--- config.mk ---
export PLATFORM = sky130hd
export DESIGN_NAME = slmrf_front
export DESIGN_NICKNAME = d
export VERILOG_FILES = /design/src/slmrf_pkg.sv /design/src/slmrf_front.sv
export SDC_FILE = /design/constraint.sdc
export NUM_CORES = 1
export LEC_CHECK = 0
export ABC_AREA = 0
export BUFFER_PORTS_ARGS = -buffer_cell sky130_fd_sc_hd__buf_2
export CAP_MARGIN = 5
export CORE_MARGIN = 5
export CORE_UTILIZATION = 45
export CTS_CLUSTER_SIZE = 30
export DETAILED_ROUTE_END_ITERATION = 8
export GPL_TIMING_DRIVEN = 0
export PLACE_DENSITY = 0.71
export SLEW_MARGIN = 25
export SYNTH_ARGS = -nofsm -noshare
export SYNTH_HDL_FRONTEND = slang
export SYNTH_SLANG_ARGS = --single-unit
--- constraint.sdc ---
create_clock -name clk -period 2.7 [get_ports clk]
set_input_delay 0.135 -clock clk [delete_from_list [all_inputs] [get_ports clk]]
set_output_delay 0.135 -clock clk [all_outputs]
set_load 0.1 [all_outputs]
--- src/slmrf_pkg.sv ---
`timescale 1ns / 1ps
package slmrf_pkg;

    // Display geometry
    localparam int MATRIX_COUNT   = 12;
    localparam int M_W            = (MATRIX_COUNT > 1) ? $clog2(MATRIX_COUNT) : 1;
    localparam int UPPER_COUNT    = 6;
    localparam int LOWER_COL_BASE = 11;
    localparam int LOWER_ROW_BASE = 15;
    localparam int NARROW_ROWS    = 24;
    localparam int VOFF_MAX       = 16;

    // Frame stores
    localparam int NARROW_DEPTH = 144;
    localparam int NARROW_AW    = $clog2(NARROW_DEPTH);
    localparam int WIDE_DEPTH   = 256;
    localparam int WIDE_AW      = $clog2(WIDE_DEPTH);

    // Queues
    localparam int CMD_DEPTH = 2;
    localparam int CMD_PW    = $clog2(CMD_DEPTH);
    localparam int OUT_DEPTH = 4;
    localparam int OUT_PW    = $clog2(OUT_DEPTH);

    typedef enum logic {
        REQ_WRITE = 1'b0,
        REQ_FETCH = 1'b1
    } req_e_t;

    typedef enum logic [1:0] {
        ST_CLEAR,
        ST_IDLE,
        ST_FETCH
    } state_e_t;

    // Classified request, front to back
    typedef struct packed {
        logic                 is_fetch;
        logic                 wr_narrow;
        logic                 wr_wide;
        logic [NARROW_AW-1:0] narrow_addr;
        logic [WIDE_AW-1:0]   wide_addr;
        logic [7:0]           wr_byte;
        logic [2:0]           scan;
        logic [4:0]           voff;
        logic [4:0]           byte_off;
        logic [2:0]           bit_sh;
    } cmd_t;

    typedef struct packed {
        logic [3:0] digit;
        logic [7:0] seg;
        logic       last;
    } result_t;

    function automatic logic [7:0] bit_rev8(input logic [7:0] v);
        logic [7:0] r;
        for (int i = 0; i < 8; i++) begin
            r[i] = v[7 - i];
        end
        return r;
    endfunction

endpackage

--- src/slmrf_front.sv ---
`timescale 1ns / 1ps
module slmrf_front
    import slmrf_pkg::*;
(
    input  logic       clk,
    input  logic       rst_n,
    input  logic       push,
    output logic       full,
    input  logic       req_type,
    input  logic [4:0] frame_row,
    input  logic [4:0] frame_col,
    input  logic [7:0] frame_byte,
    input  logic [2:0] scan_row,
    input  logic [4:0] vertical_offset,
    input  logic [7:0] horizontal_offset,
    output logic       cmd_valid,
    output cmd_t       cmd,
    input  logic       cmd_pop
);

    cmd_t              cmd_in;
    cmd_t              slot_reg [CMD_DEPTH];
    logic [CMD_PW-1:0] wptr_reg, wptr_next;
    logic [CMD_PW-1:0] rptr_reg, rptr_next;
    logic [CMD_PW:0]   count_reg, count_next;
    logic              do_push, do_pop;
    logic              is_write;

    // Classify: decode write target and address, clamp the vertical offset
    always_comb
    begin
        is_write            = (req_type == REQ_WRITE);
        cmd_in.is_fetch     = (req_type == REQ_FETCH);
        cmd_in.wr_narrow    = is_write && (frame_row < 5'(NARROW_ROWS))
                              && (frame_col < 5'(UPPER_COUNT));
        cmd_in.wr_wide      = is_write && (frame_row >= 5'(NARROW_ROWS));
        cmd_in.narrow_addr  = NARROW_AW'({frame_row, 2'b00})
                              + NARROW_AW'({frame_row, 1'b0})
                              + NARROW_AW'(frame_col);
        cmd_in.wide_addr    = {frame_row[2:0], frame_col};
        cmd_in.wr_byte      = frame_byte;
        cmd_in.scan         = scan_row;
        cmd_in.voff         = (vertical_offset > 5'(VOFF_MAX)) ? 5'(VOFF_MAX)
                                                               : vertical_offset;
        cmd_in.byte_off     = horizontal_offset[7:3];
        cmd_in.bit_sh       = horizontal_offset[2:0];
    end

    assign full      = (count_reg == (CMD_PW + 1)'(CMD_DEPTH));
    assign cmd_valid = (count_reg != '0);
    assign cmd       = slot_reg[rptr_reg];
    assign do_push   = push && !full;
    assign do_pop    = cmd_pop && cmd_valid;

    always_comb
    begin
        wptr_next  = do_push ? wptr_reg + 1'b1 : wptr_reg;
        rptr_next  = do_pop ? rptr_reg + 1'b1 : rptr_reg;
        count_next = count_reg + (CMD_PW + 1)'(do_push) - (CMD_PW + 1)'(do_pop);
    end

    always_ff @(posedge clk or negedge rst_n)
    begin
        if (!rst_n)
        begin
            wptr_reg  <= '0;
            rptr_reg  <= '0;
            count_reg <= '0;
        end
        else
        begin
            wptr_reg  <= wptr_next;
            rptr_reg  <= rptr_next;
            count_reg <= count_next;
        end
    end

    always_ff @(posedge clk)
    begin
        if (do_push)
        begin
            slot_reg[wptr_reg] <= cmd_in;
        end
    end

endmodule

### Word-level counts from Yosys, hierarchy flattened

Memories as Yosys holds them, arrays and structs flattened.
Cells that the tools add are included.

* flip-flop bits (word level): 4
* memories: 1
* output and inout bits: 45
* bits in writable memories: 86
* logic and storage cells: 26
* input port bits: 39

* reductions and logical operators: 7
* muxes and demuxes: 3
* magnitude comparators: 4
* bitwise logic cells: 1
* add/subtract/negate cells: 6
* eq/ne operators: 1

Memories
* slot_reg: words 2, bits a word 43, rd ports 1, clocked after memory_dff 0, write ports 1, line slmrf_front.sv:22 `cmd_t slot_reg [CMD_DEPTH];`

Operator list (count)
* $add A7 B6 Y8: 1
* $add A8 B5 Y8: 1
* $ge A5 B5 Y1 const B: 1
* $gt A5 B5 Y1 const B: 1
* $logic_and A1 B1 Y1: 5
* $lt A5 B3 Y1 const B: 1
* $lt A5 B5 Y1 const B: 1
* $mux W5: 1
* $add A1 B1 Y1 const B: 2
* $add A2 B1 Y2: 1
* $eq A2 B2 Y1 const B: 1
* $mux W1: 2
* $reduce_bool A2 Y1: 1
* $sub A2 B1 Y2: 1
* $logic_not A1 Y1: 1
* $not A1 Y1: 1

### Depth between registers and ports, before layout

* depth in word-level cells: 5
* mapped depth: 7

### Worst setup path after synthesis

OpenSTA, ideal clock, no wires.

* path type: register to register
* start point: register count_reg[1]
* end point: memory slot_reg[0][0] (netlist bit) (enable)
* arrival time: 2357 ps
* setup slack: -98 ps
* cell stages (with the launch flop): 4
* data required time: 2259 ps
* library setup time: 441 ps
* path through: dfrtp_1 > nand2b_1 > nand2_1 > nor2_1

* word-level cells in the longest chain between the ends: 5

Ends and longest elaborated chain
* start, declared: line slmrf_front.sv:25 `logic [CMD_PW:0] count_reg, count_next;`
* start signal, assigned: line slmrf_front.sv:74 `count_reg <= count_next;`
* $eq A2 B2 Y1: line slmrf_front.sv:49 `assign full = (count_reg == (CMD_PW + 1)'(CMD_DEPTH));`
* $logic_not A1 Y1: line slmrf_front.sv:52 `assign do_push = push && !full;`
* $logic_and A1 B1 Y1: line slmrf_front.sv:52
* $mux W1: line slmrf_front.sv:80 `if (do_push)`
* $mux W1 (not written as such): line slmrf_front.sv:82 `slot_reg[wptr_reg] <= cmd_in;`
* end, declared: line slmrf_front.sv:22

No other way between the ends.

==> flow_metrics.env <==
export IMPL_status="completed"
export IMPL_required_ns=2.57
export IMPL_ant_nets=0
export IMPL_finalCoreUtilization_pct=59.59
export IMPL_crit_arrival_ns=1.86
export IMPL_reg2regPathDepth=7
export IMPL_slowest_delay_ns=0.37
export IMPL_crit_chain="buf_2 > buf_4 > mux2_2 > buf_4 > buf_2"
export IMPL_place_area_um2=4200
export IMPL_whs_endpoint="slot_reg[1][28]"
export IMPL_async_flop_share_pct=4.545
export IMPL_setup_violations=0
export IMPL_wl_per_cell_um=15.01
export IMPL_syn_cell_area_um2=3573
export IMPL_area_growth_pct=28.85
export IMPL_diodes=0
export IMPL_max_cap_violations=0
export IMPL_antenna_found_initial=0
export IMPL_clock_sinks=88
export IMPL_ys_flop_type="edfxtp_1"
export IMPL_syn_area_per_cell_um2=19.01
export IMPL_vias_per_cell=4.754
export IMPL_endpoint_kind="primary output"
export IMPL_reg2reg_to="count_reg[1]"
export IMPL_timing_final_crit_share_pct=73.77
export IMPL_routed_wl_mm=6.215
export IMPL_drt_iter0_drc=42
export IMPL_cts_buffer_depth=2
export IMPL_slowest_stage="mux2_2"
export IMPL_synth_warnings=0
export IMPL_synthMuxAreaShare_pct=13.24
export IMPL_start_kind="flop"
export IMPL_maxSlewViolCount=0
export IMPL_nNetsFinal=361
export IMPL_r2r_start="count_reg[1]"
export IMPL_hold_viol_final=0
export IMPL_fp_dieArea_um2=9823
export IMPL_port_buffers=83
export IMPL_hold_path_startpoint="frame_col[4]"
export IMPL_synth_cell_type_count=25
export IMPL_grt_max_degree=30
export IMPL_crit_type="flop to primary output"
export IMPL_synth_fa_ha_area_share_pct=6.092
export IMPL_rrSetupSlack_ns=0.96
export IMPL_cts_tree="done"
export IMPL_drc=0
export IMPL_tightest_slew_ns=0.5059
export IMPL_clockRootBuffer="clkbuf_8"
export IMPL_grt_pass1_wl_mm=10.21
export IMPL_grt_overflow=0
export IMPL_skew_ns=0.01042
export IMPL_drive_gt1_share_pct=48.40
export IMPL_yosys_area_share_xor_xnor_pct=1.716
export IMPL_slew_headroom_pct=66.50
export IMPL_yosysMostFrequentCell="edfxtp_1"
export IMPL_die_x_um=99.11
export IMPL_insertion_delay_ns=0.34
export IMPL_hpwl_mm=4.427
export IMPL_synthTopCellsByArea="edfxtp_1 (71%), mux2_2 (13%), ha_1 (3.9%)"
export IMPL_num_vias=1968
export IMPL_ys_ff_latch=88
export IMPL_min_period_ns=1.992
export IMPL_cts_clk_slew_worst_paths_ns=0.08
export IMPL_yosysTopAreaCell="edfxtp_1"
export IMPL_synthSimpleGateAreaFrac_pct=2.136
export IMPL_htree_levels=3
export IMPL_coreArea_um2=7727
export IMPL_finalInstanceArea_um2=4604
export IMPL_fin_worst_hold_slack_ns=0.03649
export IMPL_synth_edf_count=84
export IMPL_synth_nets=242
export IMPL_start_util_pct=46.24
export IMPL_largest_reg_flops=84
export IMPL_synth_commonest_cells="edfxtp_1 (84), mux2_2 (42), ha_1 (11)"
export IMPL_critPathMaxFanout=10
export IMPL_synth_top_cell_area_share_pct=70.59
export IMPL_num_io_pins=84
export IMPL_min_path_type="input pin to flop"
export IMPL_synth_top_family_by_area="multiplexers"
export IMPL_die_y_um=99.11
export IMPL_dr_pass1_iters=4
export IMPL_grt_pass1_vias=2177
export IMPL_yosysSeqAreaShare_pct=73.39
export IMPL_clock_fmax_ghz=0.5021
export IMPL_synth_compound_area_share_pct=1.401
export IMPL_rows=32
export IMPL_holdPathStages=1
export IMPL_grt_setup_unrepaired="no"
export IMPL_cts_buffers=9
export IMPL_synth_cells=188
export IMPL_grtUsageTotal_pct=13.46
export IMPL_gp_congestion=0.7439
==> critical path, delay by kind of cell, from the launching register on <==
| kind | cells | cell delay (ns) |
|---|---|---|
| flops | 1 | 0.32 |
| mux | 1 | 0.37 |
| buf+inv | 4 | 0.84 |
==> logic make-up after synthesis <==
kind of cell | Yosys count
AOI/OAI and AO/OA | 8
adders and majority gates | 15
buffers and inverters | 14
muxes | 42
xor gates and xnor gates | 7
DFF | 88
and+or+nand+nor | 14
==> cell type report <==
class / instances / area, µm²
Tap cell: 102 / 127.6
Buffer: 7 / 46.29
Inverter: 7 / 26.28
Timing Repair Buffer: 108 / 710.7
Fill cell: 642 / 3123
Sequential cell: 88 / 2623
Clock inverter: 4 / 28.78
Clock buffer: 12 / 155.1
Multi-Input combinational cell: 86 / 887.1
==> worst max-delay path by stage <==
stage / endpoint / slack [ns] / depth (start not counted) / from
after floorplan: count_reg[1] / 0.54 / 7 / count_reg[1]
after global placement: slot_reg[0][18] / -0.07 / 3 / count_reg[1]
after detailed placement: slot_reg[1][38] / 0.58 / 7 / frame_row[0]
after CTS: cmd[32] / 0.67 / 5 / rptr_reg
after global routing: cmd[32] / 0.62 / 5 / rptr_reg
final: cmd[32] / 0.71 / 5 / rptr_reg
==> layer usage <==
metal	GRT usage [%]	part of all wire, %	vias up
met5	0	0	-
met4	5.042	0.97	0
met3	3.226	5.3	7
met2	24.59	53	49
met1	15.19	41	964
li1	-	-	948
==> layout by cell type (no fill, tap or decap), drive strengths merged <==
cell and count:
a211o 1, a21o 1, a21oi 3, a31oi 1
and2 1, and3 1, buf 92, clkbuf 13
clkinv 2, clkinvlp 2, dfrtp 4, dlygate4sd3 22
edfxtp 84, fa 4, ha 11, inv 7
mux2 42, nand2 1, nand2b 1, nor2 4
nor2b 4, o211ai 1, o21ai 1, or2 1
or4 1, xnor2 5, xor2 2
==> per-stage QoR <==
stage / setup slack (ns) / std cells / setup TNS [ns]
6_report: 0.7082 / 414 / 0
3_5_place_dp: 0.5775 / 376 / 0
3_3_place_gp: -0.07230 / 373 / -2.919
5_1_grt: 0.6217 / 414 / 0
2_1_floorplan: 0.5409 / 188 / 0
4_1_cts: 0.6706 / 414 / 0
==> repair_timing <==
action                    4_1_cts  5_1_grt
hold endpoints to repair       46        0
buffers inserted                0        0
resized for setup               0        0
hold buffers                   22        0
Power is not shown: default switching activity piles up to over one toggle a cycle in this logic, so the estimate is an artifact.
